## config.mk

```make
export PLATFORM = sky130hd
export DESIGN_NAME = windowed_rms_current_meter
export DESIGN_NICKNAME = d
export VERILOG_FILES = /design/src/hdl/wrms_pkg.sv /design/src/hdl/wrms_div.sv /design/src/hdl/wrms_sqrt.sv /design/src/hdl/windowed_rms_current_meter.sv
export SDC_FILE = /design/constraint.sdc
export NUM_CORES = 1
export LEC_CHECK = 0
export BUFFER_PORTS_ARGS = -buffer_cell sky130_fd_sc_hd__clkbuf_2
export CAP_MARGIN = 5
export CORE_UTILIZATION = 60
export DETAILED_ROUTE_END_ITERATION = 10
export PLACE_DENSITY = 0.86
export SYNTH_ARGS = -nofsm -noshare
export SYNTH_HDL_FRONTEND = slang
export SYNTH_SLANG_ARGS = --single-unit
```

## constraint.sdc

```tcl
create_clock -name clk_i -period 16.8 [get_ports clk_i]
set_input_delay 5.04 -clock clk_i [delete_from_list [all_inputs] [get_ports clk_i]]
set_output_delay 5.04 -clock clk_i [all_outputs]
set_load 0.1 [all_outputs]
```

## src/hdl/wrms_pkg.sv

```systemverilog
// shared widths, register codes and reset values for the windowed rms current meter
package wrms_pkg;

  localparam int unsigned MV_W   = 13;
  localparam int unsigned ADC_W  = 12;
  localparam int unsigned MPA_W  = 10;
  localparam int unsigned MA_W   = 16;
  localparam int unsigned SUM_W  = 40;
  localparam int unsigned SQ_W   = 2 * MV_W;
  localparam int unsigned ROOT_W = SUM_W / 2;
  localparam int unsigned PROD_W = ROOT_W + MPA_W;
  localparam int unsigned CFG_IDX_W  = 3;
  localparam int unsigned CFG_DATA_W = 16;

  localparam logic [MPA_W-1:0] MA_PER_A = MPA_W'(1000);
  localparam logic [MA_W-1:0]  MA_MAX   = '1;
  localparam logic [SUM_W-1:0] SUM_MAX  = '1;

  typedef enum logic [CFG_IDX_W-1:0] {
    CFG_ZERO_POINT = 3'd0,
    CFG_BAND_LOW   = 3'd1,
    CFG_BAND_HIGH  = 3'd2,
    CFG_MV_PER_AMP = 3'd3,
    CFG_FLOOR      = 3'd4,
    CFG_CHANGE     = 3'd5
  } cfg_idx_e;

  localparam logic [MV_W-1:0]  RST_ZERO_POINT = MV_W'(2500);
  localparam logic [MV_W-1:0]  RST_BAND_LOW   = MV_W'(150);
  localparam logic [MV_W-1:0]  RST_BAND_HIGH  = MV_W'(1500);
  localparam logic [MPA_W-1:0] RST_MV_PER_AMP = MPA_W'(185);
  localparam logic [MA_W-1:0]  RST_FLOOR      = MA_W'(400);
  localparam logic [MA_W-1:0]  RST_CHANGE     = MA_W'(500);

  typedef struct packed {
    logic start;
    logic done;
  } unit_ctl_t;

endpackage

```

## src/hdl/wrms_div.sv

```systemverilog
// iterative restoring divider, one quotient bit per cycle, shared by mean and scaling
module wrms_div #(
  parameter int unsigned DW = 40,
  parameter int unsigned VW = 13
) (
  input  logic          clk_i,
  input  logic          rst_ni,
  input  logic          start_i,
  input  logic [DW-1:0] dividend_i,
  input  logic [VW-1:0] divisor_i,
  output logic          done_o,
  output logic [DW-1:0] quotient_o
);

  localparam int unsigned CW = $clog2(DW + 1);

  logic          busy_q, busy_d;
  logic          done_q, done_d;
  logic [CW-1:0] cnt_q, cnt_d;
  logic [DW-1:0] quo_q, quo_d;
  logic [VW-1:0] rem_q, rem_d;
  logic [VW-1:0] dvs_q, dvs_d;
  logic [VW:0]   shifted;
  logic [VW:0]   diff;
  logic          fits;

  assign shifted = {rem_q, quo_q[DW-1]};
  assign fits    = shifted >= {1'b0, dvs_q};
  assign diff    = shifted - {1'b0, dvs_q};

  always_comb begin
    busy_d = busy_q;
    done_d = 1'b0;
    cnt_d  = cnt_q;
    quo_d  = quo_q;
    rem_d  = rem_q;
    dvs_d  = dvs_q;
    if (start_i) begin
      busy_d = 1'b1;
      cnt_d  = '0;
      quo_d  = dividend_i;
      rem_d  = '0;
      dvs_d  = divisor_i;
    end else if (busy_q) begin
      quo_d = {quo_q[DW-2:0], fits};
      rem_d = fits ? diff[VW-1:0] : shifted[VW-1:0];
      cnt_d = cnt_q + CW'(1);
      if (cnt_q == CW'(DW - 1)) begin
        busy_d = 1'b0;
        done_d = 1'b1;
      end
    end
  end

  always_ff @(posedge clk_i or negedge rst_ni) begin
    if (!rst_ni) begin
      busy_q <= 1'b0;
      done_q <= 1'b0;
      cnt_q  <= '0;
    end else begin
      busy_q <= busy_d;
      done_q <= done_d;
      cnt_q  <= cnt_d;
    end
  end

  always_ff @(posedge clk_i) begin
    quo_q <= quo_d;
    rem_q <= rem_d;
    dvs_q <= dvs_d;
  end

  assign done_o     = done_q;
  assign quotient_o = quo_q;

endmodule

```

## src/hdl/wrms_sqrt.sv

```systemverilog
// iterative floor square root, one root bit per cycle
module wrms_sqrt (
  input  logic                          clk_i,
  input  logic                          rst_ni,
  input  wrms_pkg::unit_ctl_t           ctl_i,
  input  logic [wrms_pkg::SUM_W-1:0]    radicand_i,
  output logic                          done_o,
  output logic [wrms_pkg::ROOT_W-1:0]   root_o
);

  localparam int unsigned RW = wrms_pkg::ROOT_W;
  localparam int unsigned SW = wrms_pkg::SUM_W;
  localparam int unsigned MW = RW + 2;
  localparam int unsigned CW = $clog2(RW + 1);

  logic          busy_q, busy_d;
  logic          done_q, done_d;
  logic [CW-1:0] cnt_q, cnt_d;
  logic [SW-1:0] rad_q, rad_d;
  logic [RW-1:0] root_q, root_d;
  logic [MW-1:0] rem_q, rem_d;
  logic [MW+1:0] shifted;
  logic [MW+1:0] trial;
  logic [MW+1:0] diff;
  logic          fits;

  assign shifted = {rem_q, rad_q[SW-1 -: 2]};
  assign trial   = {2'b00, root_q, 2'b01};
  assign fits    = shifted >= trial;
  assign diff    = shifted - trial;

  always_comb begin
    busy_d = busy_q;
    done_d = 1'b0;
    cnt_d  = cnt_q;
    rad_d  = rad_q;
    root_d = root_q;
    rem_d  = rem_q;
    if (ctl_i.start) begin
      busy_d = 1'b1;
      cnt_d  = '0;
      rad_d  = radicand_i;
      root_d = '0;
      rem_d  = '0;
    end else if (busy_q) begin
      rad_d  = {rad_q[SW-3:0], 2'b00};
      root_d = {root_q[RW-2:0], fits};
      rem_d  = fits ? diff[MW-1:0] : shifted[MW-1:0];
      cnt_d  = cnt_q + CW'(1);
      if (cnt_q == CW'(RW - 1)) begin
        busy_d = 1'b0;
        done_d = 1'b1;
      end
    end
  end

  always_ff @(posedge clk_i or negedge rst_ni) begin
    if (!rst_ni) begin
      busy_q <= 1'b0;
      done_q <= 1'b0;
      cnt_q  <= '0;
    end else begin
      busy_q <= busy_d;
      done_q <= done_d;
      cnt_q  <= cnt_d;
    end
  end

  always_ff @(posedge clk_i) begin
    rad_q  <= rad_d;
    root_q <= root_d;
    rem_q  <= rem_d;
  end

  assign done_o = done_q;
  assign root_o = root_q;

endmodule

```

## src/hdl/windowed_rms_current_meter.sv

```systemverilog
// top level: sample accumulation, window sequencer and result register
// a sample without window_end holds ready low while ST_ACC adds its in-band square to the sum
// a window_end sample then runs the mean divide, the root, the product and the scaling divide
// before ST_FIN loads the result; ready stays low until the result is loaded
// a new sample is taken only once the square-and-add step of the last one is done
// the result waits in an output register; a new sample is taken while it waits
// reset: asynchronous, active low; registers return to defaults, sum, count and last result clear
module windowed_rms_current_meter #(
  parameter int unsigned MAX_SAMPLES = 4096
) (
  input  logic                              clk_i,
  input  logic                              rst_ni,
  input  logic                              cfg_we_i,
  input  logic [wrms_pkg::CFG_IDX_W-1:0]    cfg_index_i,
  input  logic [wrms_pkg::CFG_DATA_W-1:0]   cfg_data_i,
  input  logic                              in_valid_i,
  output logic                              in_ready_o,
  input  logic [wrms_pkg::ADC_W-1:0]        adc_mv_i,
  input  logic                              window_end_i,
  output logic                              out_valid_o,
  input  logic                              out_ready_i,
  output logic [wrms_pkg::MA_W-1:0]         current_ma_o,
  output logic                              changed_o
);

  localparam int unsigned MV_W   = wrms_pkg::MV_W;
  localparam int unsigned MPA_W  = wrms_pkg::MPA_W;
  localparam int unsigned MA_W   = wrms_pkg::MA_W;
  localparam int unsigned SUM_W  = wrms_pkg::SUM_W;
  localparam int unsigned SQ_W   = wrms_pkg::SQ_W;
  localparam int unsigned ROOT_W = wrms_pkg::ROOT_W;
  localparam int unsigned PROD_W = wrms_pkg::PROD_W;
  localparam int unsigned CNT_W  = $clog2(MAX_SAMPLES + 1);
  localparam int unsigned DIV_W  = (CNT_W > MPA_W) ? CNT_W : MPA_W;

  localparam logic [2:0] ST_IDLE   = 3'd0;
  localparam logic [2:0] ST_ACC    = 3'd1;
  localparam logic [2:0] ST_MEAN   = 3'd2;
  localparam logic [2:0] ST_ROOT   = 3'd3;
  localparam logic [2:0] ST_MUL    = 3'd4;
  localparam logic [2:0] ST_SCALE0 = 3'd5;
  localparam logic [2:0] ST_SCALE  = 3'd6;
  localparam logic [2:0] ST_FIN    = 3'd7;

  logic [2:0]       state_q, state_d;

  logic [MV_W-1:0]  zero_point_q, band_low_q, band_high_q;
  logic [MPA_W-1:0] mv_per_amp_q;
  logic [MA_W-1:0]  floor_q, change_q;

  logic [SUM_W-1:0] sum_q, sum_d;
  logic [CNT_W-1:0] count_q, count_d;
  logic [MA_W-1:0]  last_q, last_d;

  logic [MV_W-1:0]  dev_q;
  logic             in_band_q;
  logic             end_q;
  logic [PROD_W-1:0] prod_q;

  logic             out_valid_q, out_valid_d;
  logic [MA_W-1:0]  current_q, current_d;
  logic             changed_q, changed_d;

  logic             in_fire;
  logic [MV_W-1:0]  volt;
  logic [MV_W-1:0]  dev;
  logic [SQ_W-1:0]  square;
  logic [SUM_W:0]   sum_add;

  logic             div_start;
  logic [SUM_W-1:0] div_dividend;
  logic [DIV_W-1:0] div_divisor;
  logic             div_done;
  logic [SUM_W-1:0] div_quotient;

  wrms_pkg::unit_ctl_t sqrt_ctl;
  logic                sqrt_ctl_done;
  logic [ROOT_W-1:0]   root;

  logic [MA_W-1:0]  sat_ma;
  logic [MA_W-1:0]  cur_ma;
  logic [MA_W-1:0]  diff_ma;

  assign in_ready_o = (state_q == ST_IDLE);
  assign in_fire    = in_valid_i && in_ready_o;

  assign volt = {adc_mv_i, 1'b0};
  assign dev  = (volt >= zero_point_q) ? volt - zero_point_q : zero_point_q - volt;

  // config writes
  always_ff @(posedge clk_i or negedge rst_ni) begin
    if (!rst_ni) begin
      zero_point_q <= wrms_pkg::RST_ZERO_POINT;
      band_low_q   <= wrms_pkg::RST_BAND_LOW;
      band_high_q  <= wrms_pkg::RST_BAND_HIGH;
      mv_per_amp_q <= wrms_pkg::RST_MV_PER_AMP;
      floor_q      <= wrms_pkg::RST_FLOOR;
      change_q     <= wrms_pkg::RST_CHANGE;
    end else if (cfg_we_i) begin
      case (cfg_index_i)
        wrms_pkg::CFG_ZERO_POINT: zero_point_q <= cfg_data_i[MV_W-1:0];
        wrms_pkg::CFG_BAND_LOW:   band_low_q   <= cfg_data_i[MV_W-1:0];
        wrms_pkg::CFG_BAND_HIGH:  band_high_q  <= cfg_data_i[MV_W-1:0];
        wrms_pkg::CFG_MV_PER_AMP: mv_per_amp_q <= cfg_data_i[MPA_W-1:0];
        wrms_pkg::CFG_FLOOR:      floor_q      <= cfg_data_i[MA_W-1:0];
        wrms_pkg::CFG_CHANGE:     change_q     <= cfg_data_i[MA_W-1:0];
        default: ;
      endcase
    end
  end

  // beat capture and scaling product register
  always_ff @(posedge clk_i) begin
    if (in_fire) begin
      dev_q     <= dev;
      in_band_q <= (dev > band_low_q) && (dev < band_high_q);
      end_q     <= window_end_i;
    end
    if (state_q == ST_MUL) begin
      prod_q <= PROD_W'(root) * PROD_W'(wrms_pkg::MA_PER_A);
    end
  end

  assign square  = in_band_q ? SQ_W'(dev_q) * SQ_W'(dev_q) : '0;
  assign sum_add = {1'b0, sum_q} + (SUM_W + 1)'(square);

  assign div_start    = ((state_q == ST_ACC) && end_q) || (state_q == ST_SCALE0);
  assign div_dividend = (state_q == ST_ACC) ? sum_d : SUM_W'(prod_q);
  always_comb begin
    if (state_q == ST_ACC) begin
      div_divisor = (count_d == '0) ? DIV_W'(1) : DIV_W'(count_d);
    end else begin
      div_divisor = (mv_per_amp_q == '0) ? DIV_W'(1) : DIV_W'(mv_per_amp_q);
    end
  end

  wrms_div #(
    .DW (SUM_W),
    .VW (DIV_W)
  ) u_div (
    .clk_i      (clk_i),
    .rst_ni     (rst_ni),
    .start_i    (div_start),
    .dividend_i (div_dividend),
    .divisor_i  (div_divisor),
    .done_o     (div_done),
    .quotient_o (div_quotient)
  );

  always_comb begin
    sqrt_ctl.start = (state_q == ST_MEAN) && div_done;
    sqrt_ctl.done  = 1'b0;
  end

  wrms_sqrt u_sqrt (
    .clk_i      (clk_i),
    .rst_ni     (rst_ni),
    .ctl_i      (sqrt_ctl),
    .radicand_i (div_quotient),
    .done_o     (sqrt_ctl_done),
    .root_o     (root)
  );

  assign sat_ma  = (div_quotient > SUM_W'(wrms_pkg::MA_MAX)) ? wrms_pkg::MA_MAX
                                                             : div_quotient[MA_W-1:0];
  assign cur_ma  = (sat_ma < floor_q) ? '0 : sat_ma;
  assign diff_ma = (cur_ma >= last_q) ? cur_ma - last_q : last_q - cur_ma;

  always_comb begin
    state_d     = state_q;
    sum_d       = sum_q;
    count_d     = count_q;
    last_d      = last_q;
    out_valid_d = out_valid_q && !out_ready_i;
    current_d   = current_q;
    changed_d   = changed_q;
    case (state_q)
      ST_IDLE: begin
        if (in_fire) begin
          state_d = ST_ACC;
        end
      end
      ST_ACC: begin
        if (count_q < CNT_W'(MAX_SAMPLES)) begin
          sum_d   = sum_add[SUM_W] ? wrms_pkg::SUM_MAX : sum_add[SUM_W-1:0];
          count_d = count_q + CNT_W'(1);
        end
        state_d = end_q ? ST_MEAN : ST_IDLE;
      end
      ST_MEAN: begin
        if (div_done) begin
          state_d = ST_ROOT;
        end
      end
      ST_ROOT: begin
        if (sqrt_ctl_done) begin
          state_d = ST_MUL;
        end
      end
      ST_MUL: begin
        state_d = ST_SCALE0;
      end
      ST_SCALE0: begin
        state_d = ST_SCALE;
      end
      ST_SCALE: begin
        if (div_done) begin
          state_d = ST_FIN;
        end
      end
      ST_FIN: begin
        if (!out_valid_q || out_ready_i) begin
          out_valid_d = 1'b1;
          current_d   = cur_ma;
          changed_d   = diff_ma > change_q;
          last_d      = cur_ma;
          sum_d       = '0;
          count_d     = '0;
          state_d     = ST_IDLE;
        end
      end
      default: begin
        state_d = ST_IDLE;
      end
    endcase
  end

  always_ff @(posedge clk_i or negedge rst_ni) begin
    if (!rst_ni) begin
      state_q     <= ST_IDLE;
      sum_q       <= '0;
      count_q     <= '0;
      last_q      <= '0;
      out_valid_q <= 1'b0;
    end else begin
      state_q     <= state_d;
      sum_q       <= sum_d;
      count_q     <= count_d;
      last_q      <= last_d;
      out_valid_q <= out_valid_d;
    end
  end

  always_ff @(posedge clk_i) begin
    current_q <= current_d;
    changed_q <= changed_d;
  end

  assign out_valid_o  = out_valid_q;
  assign current_ma_o = current_q;
  assign changed_o    = changed_q;

endmodule

```

==> results.py <==
metrics = {
    "finish": {
        "area_delta_synth_final_pct": 7.47,
        "multi_input_area_mm2": 0.0183,
        "register_area_mm2": 0.00993,
        "fillerInstances": 3851,
        "layout.nets": 3781,
        "stdcell_area_mm2": 0.0325,
        "layout-drive-gt1-share_pct": 7.69,
        "diodes": 0,
    },
    "detailed_routing": {
        "dr.pass1.iters": 6,
        "drtIter0Drc": 2323,
        "viasPerCell": 5.98,
        "routed_wl_mm": 70.6,
        "route.detailed.drc": 0,
        "wl_per_cell_um": 17.8,
        "via_count": 23710,
        "ant_nets": 0,
    },
    "clock_network": {
        "cts_tree": "built",
        "cts_setup_buffers": 0,
        "htree_num_levels": 2,
        "ctsLongestPathBuffers": 3,
        "root_buffer": "clkbuf_16",
        "clkSinkCount": 376,
        "numCtsBuffers": 42,
        "clk_latency_ns": 0.58,
        "hold_buffers": 0,
        "cts-resized-gates": 0,
        "clkTransAtPathRegs_ns": 0.07,
    },
    "run_status": {
        "status": "finished, final reports clean",
    },
    "logic_synthesis": {
        "avgSynthCellArea_um2": 9.26,
        "synth_edf_count": 152,
        "synthArstFlopShare_pct": 44.9,
        "synth_area_leader_cell": "edfxtp_1",
        "synth_top_cells_by_area": "edfxtp_1, ha_1, dfrtp_1, fa_1, nand2_1",
        "ys_seq_area_share_pct": 32.9,
        "synth_nets": 3774,
        "yosysWarnings": 0,
        "yosys.cell_types.count": 88,
        "synth_flop_cell": "edfxtp_1",
        "ys_seq_elements": 376,
        "syn_area_mm2": 0.0302,
        "yosysTopAreaCellShare_pct": 15.1,
        "synthCells": 3261,
    },
    "floorplanning": {
        "row_count": 81,
        "core_mm2": 0.0493,
        "die_w_um": 226,
        "dieHeight_um": 226,
        "start_util_pct": 61.3,
        "io-pin-count": 56,
        "die-area_mm2": 0.0513,
    },
    "global_route": {
        "antenna_found_initial": 0,
        "grt-busiest-layer": "met2",
        "gr-total-overflow": 0,
        "grt_pass1_wl_mm": 117,
        "use_met3_pct": 4.42,
        "grtUsageMet2_pct": 46.2,
        "grtUsageTotal_pct": 28.6,
        "grtUsageMet1_pct": 38.5,
        "grt_pass1_vias": 23428,
        "grt_max_degree": 80,
    },
    "min_path": {
        "min_path_type": "flop to flop",
        "whs_path_depth": 2,
        "worstHoldEndpoint": "u_sqrt.rem_q[20]",
        "min-delay-start": "u_sqrt.rem_q[20]",
    },
    "worst_setup_path": {
        "crit_path_max_incr_delay_ns": 0.80,
        "r2r_end": "u_div.quotient_o[0]",
        "rr_startpoint": "dev_q[1]",
        "worstPathRequired_ns": 17.17,
        "timing.reg2reg.setup_slack_ns": 7.51,
        "criticalPathCategory": "flop to flop",
        "rr_worst_depth": 28,
        "path_max_fanout": 16,
        "cp-end-kind": "flop",
        "crit_path_start_kind": "flop",
        "critPathArrivalTime_ns": 9.66,
        "cp_slowest_cell": "edfxtp_1",
    },
    "sta": {
        "max_freq_mhz": 108,
        "relSlewSlack_pct": 21.8,
        "finalHoldViolCount": 0,
        "clock_skew_ns": 0.0203,
        "rsz0062_at_grt": "false",
        "maxSlewViolCount": 0,
        "period_minus_slack_ns": 9.29,
        "fin_crit_sh_pct": 55.3,
        "setup_slack_ns": 7.51,
        "setup_tns_ns": 0,
        "worst_pin_slew_ns": 1.17,
        "setup_viol": 0,
    },
    "placement": {
        "port_buffers": 55,
        "place_ws_ns": 7.08,
        "dpl.hpwl_mm": 52.0,
        "gp_congestion": 0.931,
        "dpl-instance-area_mm2": 0.0311,
    },
    "pwr": {
        "power_leakage_uw": 0.0154,
        "peakVddDrop_v": 0.0000741,
        "power.density_mw_per_mm2": 77.4,
    },
    "flow_run": {
        "cap_viol_max_count": 0,
    },
}
cell usage after synthesis (all sizes together), types with 66 or more instances:
cell      n
clkbuf  101
nor2    166
mux2i    73
a21oi   182
ha      305
edfxtp  152
o21ai   236
xnor2    87
nand2   419
fa      171
dfrtp   139
inv     406
a21o     66
cells by family (layout without fill, tap and decap cells):
group | Yosys count | count (layout) | synth area share [%]
mux | 108 | 108 | 3.72
flops | 376 | 376 | 32.9
compound gates | 713 | 713 | 14.7
buf+inv | 526 | 567 | 6.64
xor+xnor | 134 | 134 | 3.89
simple gates | 928 | 928 | 14.2
fa+ha+maj | 476 | 476 | 24.0
worst max-delay path by stage:
stage,start,endpoint,slack (ns),cells after the start
final,dev_q[1],u_div.quotient_o[0],7.51,28
after global routing,dev_q[5],u_div.quotient_o[0],6.94,31
after global placement,adc_mv_i[0],in_band_q,7.10,20
after floorplan,adc_mv_i[0],in_band_q,7.69,20
after detailed placement,adc_mv_i[0],in_band_q,7.08,20
after CTS,adc_mv_i[0],in_band_q,7.67,20
cell type report:
type,instances,area share (%)
clock inverter,23,0.682
clock buffer,55,3.48
sequential,376,30.6
timing repair buffer,81,1.47
tap,664,2.56
multi-input combinational,2359,56.5
inverter,408,4.72
layout by cell type (no fill, tap or decap), types with 52 or more instances in the layout:
cell type and n:
nand2_1 419, inv_1 405, ha_1 305, o21ai_0 232, a21oi_1 181, fa_1 171
nor2_1 165, edfxtp_1 152, dfrtp_1 138, xnor2_1 87, mux2i_1 73, a21o_1 66
and2_1 59, dfxtp_1 55, clkbuf_2 54, nand3_1 52
flip-flops by register name, summed over array words and instances (netlist names), 3 cells and up:
register and count:
sum_q 40, u_div.quotient_o 40, u_sqrt.rad_q 40, prod_q 27, u_sqrt.rem_q 22, u_sqrt.root_o 20
change_q 16, current_ma_o 16, floor_q 16, last_q 16, band_high_q 13, band_low_q 13
count_q 13, dev_q 13, u_div.dvs_q 13, u_div.rem_q 13, zero_point_q 13, mv_per_amp_q 10
u_div.cnt_q 6, u_sqrt.cnt_q 5, state_q 3
per-layer routing:
metal | vias up | wire, um
met5 | - | 0
met4 | 0 | 2760
met3 | 149 | 5310
met2 | 937 | 32500
met1 | 11430 | 30000
li1 | 11194 | -
worst max-delay path: cells and delay by family (launching register included):
family	cells	cell delay (ns)
AO/OA/AOI/OAI	7	2.44
adder cells (fa/ha/maj)	7	3.37
AND/OR/NAND/NOR	10	2.10
multiplexers	1	0.18
buffers and inverters	3	0.16
flip-flops	1	0.80
report_power, final:
group / total (uW) / internal [uW] / leakage, uW / switching (uW)
sequential: 1030 / 1010 / 0.00355 / 20.6
combinational: 558 / 236 / 0.0112 / 322
clock: 920 / 526 / 0.000643 / 395
stage by stage:
stage / cells / utilization, % / hold WS (ns) / power [uW]
floorplan: 3261 / - / 0.452 / 1460
finish: 3966 / 65.9 / 0.496 / 2510
global route: 3966 / 65.9 / 0.528 / 2630
CTS: 3966 / 65.9 / 0.501 / 2520
global placement: 3888 / 63.2 / 0.480 / 1580
detailed placement: 3888 / 63.2 / 0.488 / 1600
No activity file was read; power rests on OpenSTA's default activity.
